===== config.mk =====
export PLATFORM = sky130hd
export DESIGN_NAME = tea_interlace_chain_cipher
export DESIGN_NICKNAME = d
export VERILOG_FILES = /design/src/rtl/core/ticc_pkg.sv /design/src/rtl/core/ticc_round.sv /design/src/rtl/core/tea_interlace_chain_cipher.sv
export SDC_FILE = /design/constraint.sdc
export NUM_CORES = 2
export LEC_CHECK = 0
export ABC_CLOCK_PERIOD_IN_PS = 8900
export BUFFER_PORTS_ARGS = -buffer_cell sky130_fd_sc_hd__buf_2
export CAP_MARGIN = 25
export CORE_ASPECT_RATIO = 0.5
export CORE_MARGIN = 4
export CORE_UTILIZATION = 57
export CTS_CLUSTER_DIAMETER = 30
export DETAILED_ROUTE_END_ITERATION = 12
export PLACE_DENSITY = 0.81
export SLEW_MARGIN = 20
export SYNTH_ARGS = -nofsm -noshare
export SYNTH_HDL_FRONTEND = slang
export SYNTH_HIERARCHICAL = 1
export SYNTH_SLANG_ARGS = --single-unit

===== constraint.sdc =====
create_clock -name clk -period 8.9 [get_ports clk]
set_input_delay 2.225 -clock clk [delete_from_list [all_inputs] [get_ports clk]]
set_output_delay 2.225 -clock clk [all_outputs]
set_load 0.01 [all_outputs]

===== src/rtl/core/ticc_pkg.sv =====
// ----------------------------------------------------------------------------
// ticc_pkg
// Constants, register indexes and shared types of the TEA chaining cipher
// ----------------------------------------------------------------------------
package ticc_pkg;

	localparam int unsigned WordW = 32;
	localparam int unsigned CfgIdxW = 3;
	localparam int unsigned RoundLogW = 3;
	// round counter holds up to 2^8 - 1
	localparam int unsigned RoundCntW = 8;

	localparam logic [WordW-1:0] TeaDelta = 32'h9E37_79B9;
	localparam logic [WordW-1:0] TailMask = 32'hFFFF_FF00;
	localparam int unsigned ShiftLeft = 4;
	localparam int unsigned ShiftRight = 5;

	localparam logic [RoundLogW-1:0] RoundLogReset = 3'd4;

	// configuration register indexes
	localparam logic [CfgIdxW-1:0] RegKeyZero = 3'd0;
	localparam logic [CfgIdxW-1:0] RegKeyOne = 3'd1;
	localparam logic [CfgIdxW-1:0] RegKeyTwo = 3'd2;
	localparam logic [CfgIdxW-1:0] RegKeyThree = 3'd3;
	localparam logic [CfgIdxW-1:0] RegRoundLog = 3'd4;

	// operation codes
	localparam logic OpEncrypt = 1'b0;
	localparam logic OpDecrypt = 1'b1;

	// control of the shared half-round unit
	typedef struct packed {
		logic subtract;   // decrypt direction
		logic hi_half;    // keys two/three, updates second word
	} ticc_ctl_t;

endpackage


===== src/rtl/core/ticc_round.sv =====
// ----------------------------------------------------------------------------
// ticc_round
// Shared TEA half-round: acc +/- mix(v, sum, ka, kb)
// ----------------------------------------------------------------------------
module ticc_round import ticc_pkg::*; (
	input  ticc_ctl_t        ctl,
	input  logic [WordW-1:0] v,
	input  logic [WordW-1:0] acc,
	input  logic [WordW-1:0] sum,
	input  logic [WordW-1:0] key_a_lo,
	input  logic [WordW-1:0] key_b_lo,
	input  logic [WordW-1:0] key_a_hi,
	input  logic [WordW-1:0] key_b_hi,
	output logic [WordW-1:0] acc_next
);

	logic [WordW-1:0] key_a;
	logic [WordW-1:0] key_b;
	logic [WordW-1:0] mix;

	// key pair for this half
	assign key_a = ctl.hi_half ? key_a_hi : key_a_lo;
	assign key_b = ctl.hi_half ? key_b_hi : key_b_lo;

	// mixing function, all adds wrap
	assign mix = ((v << ShiftLeft) + key_a) ^ (v + sum) ^ ((v >> ShiftRight) + key_b);

	assign acc_next = ctl.subtract ? (acc - mix) : (acc + mix);

endmodule


===== src/rtl/core/tea_interlace_chain_cipher.sv =====
// ----------------------------------------------------------------------------
// tea_interlace_chain_cipher
// TEA block cipher with interlaced chaining, one 64-bit block per beat
// ----------------------------------------------------------------------------
// Each block runs 2^round_log2 TEA rounds (16 at the default), each as two
// halves in one shared half-round unit, followed by a final step that folds
// in the chaining words and registers the result. The sequencer is back in
// idle on that same edge, so the next block can be accepted once the result
// is registered. The input is stalled while a block is in flight; a
// finished result waits in the output register and the next block may be
// taken meanwhile, but a block that finishes while that register is still
// held stays in its last cycle, with the input stalled, until the beat
// leaves. Key and round_log2 writes belong between blocks, while none is in
// flight.
module tea_interlace_chain_cipher import ticc_pkg::*; (
	input  logic               clk,
	input  logic               arst_n,
	// configuration
	input  logic               cfg_we,
	input  logic [CfgIdxW-1:0] cfg_index,
	input  logic [WordW-1:0]   cfg_data,
	// input channel
	input  logic               in_valid,
	output logic               in_stall,
	input  logic               operation,
	input  logic               first_block,
	input  logic               last_block,
	input  logic [WordW-1:0]   first_word,
	input  logic [WordW-1:0]   second_word,
	// output channel
	output logic               out_valid,
	input  logic               out_stall,
	output logic [WordW-1:0]   result_first_word,
	output logic [WordW-1:0]   result_second_word,
	output logic               result_last,
	output logic               tail_ok
);

	typedef enum logic [1:0] {
		IDLE,
		RUN,
		FIN
	} state_t;

	state_t state_q;

	logic [WordW-1:0]     key_zero_q;
	logic [WordW-1:0]     key_one_q;
	logic [WordW-1:0]     key_two_q;
	logic [WordW-1:0]     key_three_q;
	logic [RoundLogW-1:0] round_log_q;

	logic [2*WordW-1:0]   chain_text_q;
	logic [2*WordW-1:0]   chain_core_q;

	logic [WordW-1:0]     y_q;
	logic [WordW-1:0]     z_q;
	logic [WordW-1:0]     sum_q;
	logic [RoundCntW-1:0] cnt_q;
	logic                 phase_q;
	logic                 dec_q;
	logic                 last_q;
	logic [2*WordW-1:0]   blk_q;
	logic                 out_valid_q;

	logic                 in_take;
	logic                 out_free;
	logic [2*WordW-1:0]   blk_in;
	logic [2*WordW-1:0]   ptext;
	logic [2*WordW-1:0]   pcore;
	logic [2*WordW-1:0]   core_in;
	logic [2*WordW-1:0]   core_out;
	logic [2*WordW-1:0]   res;
	logic                 res_tail;
	logic [RoundCntW-1:0] round_total;
	ticc_ctl_t            ctl;
	logic [WordW-1:0]     unit_v;
	logic [WordW-1:0]     unit_acc;
	logic [WordW-1:0]     unit_out;
	logic [WordW-1:0]     sum_next;

	// handshake
	assign in_stall = (state_q != IDLE);
	assign in_take  = in_valid && !in_stall;
	assign out_free = !out_valid_q || !out_stall;
	assign out_valid = out_valid_q;

	// chaining words seen by a new block, cleared on a first block
	assign blk_in  = {second_word, first_word};
	assign ptext   = first_block ? '0 : chain_text_q;
	assign pcore   = first_block ? '0 : chain_core_q;
	assign core_in = blk_in ^ ((operation == OpDecrypt) ? pcore : ptext);

	assign round_total = RoundCntW'(1) << round_log_q;

	// shared unit: low half updates y from z, high half updates z from y
	assign ctl.subtract = dec_q;
	assign ctl.hi_half  = dec_q ^ phase_q;
	assign unit_v   = ctl.hi_half ? y_q : z_q;
	assign unit_acc = ctl.hi_half ? z_q : y_q;
	assign sum_next = dec_q ? (sum_q - TeaDelta) : (sum_q + TeaDelta);

	ticc_round u_round (
		.ctl      (ctl),
		.v        (unit_v),
		.acc      (unit_acc),
		.sum      (sum_q),
		.key_a_lo (key_zero_q),
		.key_b_lo (key_one_q),
		.key_a_hi (key_two_q),
		.key_b_hi (key_three_q),
		.acc_next (unit_out)
	);

	// chaining output of the finished block
	assign core_out = {z_q, y_q};
	assign res = core_out ^ (dec_q ? chain_text_q : chain_core_q);
	assign res_tail = dec_q && last_q && (res[2*WordW-1:WordW] == '0)
		&& ((res[WordW-1:0] & TailMask) == '0);

	// configuration registers
	always_ff @(posedge clk or negedge arst_n) begin
		if (!arst_n) begin
			key_zero_q  <= '0;
			key_one_q   <= '0;
			key_two_q   <= '0;
			key_three_q <= '0;
			round_log_q <= RoundLogReset;
		end else if (cfg_we) begin
			case (cfg_index)
				RegKeyZero:  key_zero_q  <= cfg_data;
				RegKeyOne:   key_one_q   <= cfg_data;
				RegKeyTwo:   key_two_q   <= cfg_data;
				RegKeyThree: key_three_q <= cfg_data;
				RegRoundLog: round_log_q <= cfg_data[RoundLogW-1:0];
				default: ;
			endcase
		end
	end

	// sequencer, chaining state and output register
	always_ff @(posedge clk or negedge arst_n) begin
		if (!arst_n) begin
			state_q            <= IDLE;
			out_valid_q        <= 1'b0;
			chain_text_q       <= '0;
			chain_core_q       <= '0;
			phase_q            <= 1'b0;
			cnt_q              <= '0;
			y_q                <= '0;
			z_q                <= '0;
			sum_q              <= '0;
			dec_q              <= 1'b0;
			last_q             <= 1'b0;
			blk_q              <= '0;
			result_first_word  <= '0;
			result_second_word <= '0;
			result_last        <= 1'b0;
			tail_ok            <= 1'b0;
		end else begin
			// result beat: loaded by a finished block, emptied when taken
			if ((state_q == FIN) && out_free) begin
				out_valid_q <= 1'b1;
			end else if (!out_stall) begin
				out_valid_q <= 1'b0;
			end
			case (state_q)
				IDLE: begin
					if (in_take) begin
						chain_text_q <= ptext;
						chain_core_q <= pcore;
						blk_q   <= blk_in;
						dec_q   <= operation;
						last_q  <= last_block;
						y_q     <= core_in[WordW-1:0];
						z_q     <= core_in[2*WordW-1:WordW];
						sum_q   <= (operation == OpDecrypt) ? WordW'(TeaDelta << round_log_q)
							: TeaDelta;
						cnt_q   <= round_total - RoundCntW'(1);
						phase_q <= 1'b0;
						state_q <= RUN;
					end
				end
				RUN: begin
					if (ctl.hi_half) begin
						z_q <= unit_out;
					end else begin
						y_q <= unit_out;
					end
					phase_q <= !phase_q;
					// end of a full round
					if (phase_q) begin
						sum_q <= sum_next;
						cnt_q <= cnt_q - RoundCntW'(1);
						if (cnt_q == '0) begin
							state_q <= FIN;
						end
					end
				end
				FIN: begin
					if (out_free) begin
						result_first_word  <= res[WordW-1:0];
						result_second_word <= res[2*WordW-1:WordW];
						result_last        <= last_q;
						tail_ok            <= res_tail;
						if (dec_q) begin
							chain_text_q <= blk_q;
							chain_core_q <= core_out;
						end else begin
							chain_text_q <= res;
							chain_core_q <= blk_q ^ chain_text_q;
						end
						state_q <= IDLE;
					end
				end
				default: state_q <= IDLE;
			endcase
		end
	end

endmodule


# --- After elaboration in Yosys (flattened, before gate mapping) ---
# Index checks and enable logic that the tools add are counted.
word_totals:
  register_bits: 499
  in_bits: 107
  out_inout_bits: 68
  wordCells: 122
classes:
  addsub: 9
  eq_ne: 13
  n_shift: 2
  mux: 40
  bitwise_logic: 6
  reduce_logical: 31
op_table:
  columns: ["op", "n"]
  rows:
  - ["64-bit 2-to-1 mux", 10]
  - ["32-bit 2-to-1 mux", 13]
  - ["64-bit case mux with 2 select lines", 2]
  - ["32-bit case mux with 2 select lines", 3]
  - ["64-bit bitwise XOR", 3]
  - ["32-bit adder", 3]
  - ["32-bit zero test", 2]
  - ["32-bit bitwise XOR", 2]
  - ["27-bit by 32-bit adder with 32-bit output", 1]
  - ["32-bit adder (second input constant)", 1]
  - ["32-bit by 3-bit left shift with 32-bit output (first input constant)", 1]
  - ["32-bit subtractor", 1]
  - ["32-bit subtractor (second input constant)", 1]
  - ["8-bit 2-to-1 mux", 2]
  - ["8-bit case mux with 2 select lines", 1]
  - ["2-bit AND reduction", 8]
  - ["8-bit by 1-bit subtractor with 8-bit output (second input constant)", 2]
  - ["2-bit != test (second input constant)", 6]
  - ["3-bit AND reduction", 4]
  - ["8-bit zero test", 1]
  - ["2-bit 2-to-1 mux", 4]
  - ["1-bit by 3-bit left shift with 8-bit output (first input constant)", 1]
  - ["3-bit by 2-bit == test with 1-bit output (second input constant)", 2]
  - ["2-bit case mux with 3 select lines", 1]
  - ["other kinds (15)", 26]

# --- Logic depth before layout (Yosys ltp) ---
depth:
  ltp_word: 9
  depth_mapped: 37
  ltp_nobuf: 30

# --- Cells and area by module ---
# The synthesis kept the hierarchy.
modules_own_cells:
  columns: ["mod", "instances", "cells_per_inst", "area_per_inst_um2", "seq_area_each_um2"]
  rows:
  - ["tea_interlace_chain_cipher", 1, 2698, 26540.5, 12488.2]
  - ["ticc_round", 1, 1053, 7846.3, 0.0]

# --- Worst setup path before layout ---
# OpenSTA, ideal clock, no wires.
synth_timing:
  kind: "register -> register"
  start: "register dec_q"
  end: "register z_q[30]"
  setup_ns: 0.134
  t_arrival_ns: 8.331
  required_time_ns: 8.766
  setup_slack_ns: 0.436
  path_stages_with_launch: 37
  path_buffers: 7
  period_less_slack_ns: 8.464
  cell_sequence: "dfrtp_1 -> buf_4 -> xor2_1 -> clkbuf_1 -> buf_2 -> clkbuf_1 -> clkbuf_1 -> buf_1 -> clkbuf_1 -> mux2_2 -> ha_1 -> inv_1 -> fa_1 -> and2b_1 -> o21a_1 -> o21a_1 -> or4_1 -> and3_1 -> a2111oi_4 -> and4_1 -> and3_1 -> nor2b_1 -> and3_1 -> nor2_1 -> xor2_1 -> ha_1 -> and3_1 -> and2_1 -> nand2_1 -> a2111o_1 -> a311oi_1 -> o21a_1 -> o21a_1 -> mux2i_1 -> nand2_1 -> nor2_1 -> o31ai_1"
synth_lines:
  columns: ["item", "line", "source"]
  rows:
  - ["from (decl)", "tea_interlace_chain_cipher.sv:61", "logic dec_q;"]
  - ["from (signal assigned)", "tea_interlace_chain_cipher.sv:173", "dec_q <= operation;"]
  - ["to (signal assigned)", "tea_interlace_chain_cipher.sv:176", "z_q <= core_in[2*WordW-1:WordW];"]
  - ["to (signal assigned)", "tea_interlace_chain_cipher.sv:186", "z_q <= unit_out;"]
  - ["to (decl)", "tea_interlace_chain_cipher.sv:57", "logic [WordW-1:0] z_q;"]

# --- Worst setup path after layout ---
layout_timing:
  start: "register dec_q"
  end: "register z_q[31]"
layout_via:
  elab_chain_len: 9
  word_cells_on_any_way: 17
  cone_classes: "5 x add/sub; 1 x eq/ne; 7 x mux; 3 x bitwise; 1 x reduce/logical"
layout_lines:
  columns: ["item", "line", "source"]
  rows:
  - ["1-bit bitwise XOR (*)", "tea_interlace_chain_cipher.sv:98", "assign ctl.hi_half = dec_q ^ phase_q;"]
  - ["32-bit 2-to-1 mux (*)", "tea_interlace_chain_cipher.sv:99", "assign unit_v = ctl.hi_half ? y_q : z_q;"]
  - ["via unit_v[22]", "tea_interlace_chain_cipher.sv:77", "logic [WordW-1:0] unit_v;"]
  - ["32-bit adder", "ticc_round.sv:26", "assign mix = ((v << ShiftLeft) + key_a) ^ (v + sum) ^ ((v >> ShiftRight) + key_b);"]
  - ["32-bit bitwise XOR", "ticc_round.sv:26", null]
  - ["32-bit bitwise XOR (*)", "ticc_round.sv:26", null]
  - ["32-bit adder / 32-bit subtractor (equally long branches)", "ticc_round.sv:28", "assign acc_next = ctl.subtract ? (acc - mix) : (acc + mix);"]
  - ["32-bit 2-to-1 mux (*)", "ticc_round.sv:28", null]
  - ["via unit_out[31]", "tea_interlace_chain_cipher.sv:79", "logic [WordW-1:0] unit_out;"]
  - ["32-bit 2-to-1 mux (*)", "tea_interlace_chain_cipher.sv:185", "if (ctl.hi_half) begin"]
  - ["32-bit case mux with 2 select lines (*)", "tea_interlace_chain_cipher.sv:167", "case (state_q)"]
# Mark *: on every way through the listed nets, which the timed path passes. The rest lies on a longest branch. The select of a mux whose other input is x is not followed.
# A chain may end at the register's enable or synchronous reset.

==> results.py <==
metrics = {
    "floorplanning": {
        "fp.dieW_um": 355,
        "ioPinCount": 175,
        "core_um2": 59400,
        "rows": 63,
        "die_height_um": 182,
        "die-area_um2": 64600,
        "start_util_pct": 57.9,
    },
    "routing": {
        "antenna_left": 0,
        "drcViolationCount": 0,
        "vias_per_cell": 6.29,
        "vias": 29800,
        "avgRoutedWirePerCell_um": 22.8,
        "first_pass_iters": 6,
        "wl_mm": 108,
        "drt_iter0_markers": 3611,
    },
    "critical_path": {
        "crit_path_start_kind": "flop",
        "cp.arrival_ns": 8.45,
        "end_kind": "flop",
        "crit_path_max_fanout": 33,
        "cpPeakStageDelay_ns": 0.65,
        "slowest_stage": "xor2_4",
        "cp_data_required_time_ns": 9.43,
        "path_class": "reg2reg",
    },
    "placed_design": {
        "dp.final_hpwl_mm": 76.2,
        "pre_cts_slack_ns": 1.07,
        "gp_congestion": 1.02,
        "post-place-cells": 4580,
        "port_buffers": 174,
    },
    "clock_network": {
        "cts_root_buf": "clkbuf_16",
        "clkLatencyLatePin_ns": 0.64,
        "cts_max_path_buffers": 3,
        "cts_hold_repair.buffers": 0,
        "cts_resized": 0,
        "cts.clk_slew.worst_paths_ns": 0.05,
        "cts_tree": "yes",
        "htreeDepth": 3,
        "clkSinkCount": 499,
        "post_cts_buffers": 0,
        "numCtsBuffers": 82,
    },
    "logic_synthesis": {
        "synth.top_cells.by_count": "dfrtp_1 (498), nand2_1 (461), nor2_1 (382), mux2_2 (309), o21ai_0 (283)",
        "synth-adder-area-share_pct": 5.93,
        "synth_nets": 4018,
        "yosys_warnings": 6,
        "synth_top_family_by_area": "compound AO/OA/AOI/OAI gates",
        "postSynthAreaPerCell_um2": 9.17,
        "syn_inst": 3751,
        "synth_top_area_share_pct": 36.2,
        "ys_ff_latch": 499,
        "synth_mux_area_share_pct": 15.1,
        "yosys.area_share.xor_xnor_pct": 11.1,
        "ys.flop_type": "dfrtp_1",
        "synth_simple_gate_area_share_pct": 12.9,
        "synthArstFlopShare_pct": 100,
        "ys_types": 89,
        "ys_top_cells_by_area": "dfrtp_1 (36%), mux2_2 (10%), xnor2_1 (6.9%)",
        "yosysSeqAreaShare_pct": 36.3,
        "yosysMostFrequentCell": "dfrtp_1",
        "synth_edf_count": 0,
        "yosys.area.top_type": "dfrtp_1",
        "synth_compound_area_share_pct": 15.7,
        "syn_area_um2": 34400,
    },
    "cells_and_area": {
        "largestRegisters": "blk_q (64), chain_core_q (64), chain_text_q (64)",
        "instances_no_fill": 4741,
        "nNetsFinal": 4122,
        "area_delta_synth_final_pct": 13.2,
        "layout-drive-gt1-share_pct": 18.4,
    },
    "global_route": {
        "grtUsageTotal_pct": 33.0,
        "grt_pass1_wl_mm": 168,
        "grt_overflow_total": 0,
        "antenna_found_initial": 6,
        "first_global_vias": 29400,
        "grt_max_degree": 153,
    },
    "run": {
        "cap_violations": 0,
    },
    "min_path": {
        "hp-class": "reg2reg",
    },
    "timing": {
        "skew_ns": 0.0588,
        "min_period_ns": 7.91,
        "hold_viol_final": 0,
        "fmax_mhz": 126,
        "layout_setup_ws_ns": 0.987,
        "slew_headroom_pct": 23.2,
        "finalSetupViolCount": 0,
        "slew_viol_final": 0,
        "tightest_slew_ns": 1.15,
        "rsz0062_at_grt": "false",
        "setup_tns_ns": 0,
        "fin_crit_sh_pct": 88.9,
    },
    "outcome": {
        "status": "complete, no violations",
    },
}
-- critical path: cells and delay by family (launching register included) --
kind | cells | cell delay, ns
compound gates | 11 | 2.33
mux | 1 | 0.51
xor+xnor | 7 | 1.84
fa+ha+maj | 2 | 0.83
buf+inv | 1 | 0.56
flops | 1 | 0.50
simple gates | 6 | 1.25
-- final cells by class --
class	instances	area [um^2]
inverter	56	211
timing repair buffer	214	1240
clock buffer	86	2100
sequential	499	12500
tap	812	1020
clock inverter	65	858
antenna	7	17.5
fill	4716	20500
multi-input combinational	3002	21000
-- per-layer routing --
metal  global-route usage (%)  share of wire (%)
met4                     11.5                3.5
met2                     47.8                 42
met5                        0              0.012
met1                     47.3                 43
met3                     9.36                 12
-- metrics by stage --
stage	instance area (um^2)	hold WS, ns	utilization, %
after floorplan	34400	0.458	-
after global placement	35900	0.454	60.4
after detailed placement	35900	0.457	60.4
after CTS	38900	0.471	65.4
after global routing	38900	0.490	65.5
final	38900	0.468	65.5
-- path summary, 6_finish.rpt --
kind,startpoint,endpoint,slack [ns],cells after the start
worst min register to register,result_first_word[26],result_first_word[26],0.47,2
worst max register to register,dec_q,z_q[31],0.99,28
min in group asynchronous,arst_n,key_three_q[11],1.64,1
max in group asynchronous,arst_n,chain_text_q[35],5.81,2
worst min-delay path,result_first_word[26],result_first_word[26],0.47,2
worst max-delay path,dec_q,z_q[31],0.99,28
-- layout by cell type (no fill, tap or decap), drive strengths merged, types with 7 or more instances in the layout --
master and count:
dfrtp 498, a21oi 273, inv 77, ha 155, nand3 35, nand2 461
clkinvlp 16, a41oi 7, o31ai 72, clkinv 18, a21o 63, o211ai 21
nor2 382, bufinv 10, nor2b 20, mux2 309, o21ai 288, diode 7
xor2 153, clkbuf 87, a211oi 19, nand4 27, nor3 28, or2 12
nand2b 12, mux2i 172, buf 213, o21a 22, nor4 10, a221oi 7
and2 8, a31oi 31, and3 17, o21bai 21, xnor2 273
-- cell families after synthesis --
group	Yosys count
buffers and inverters	250
AO/OA/AOI/OAI	885
XOR/XNOR	430
adder cells (fa/ha/maj)	160
multiplexers	481
flip-flops	499
AND/OR/NAND/NOR	1046
Power is not shown: default switching activity piles up to over one toggle a cycle in this logic, so the estimate is an artifact.
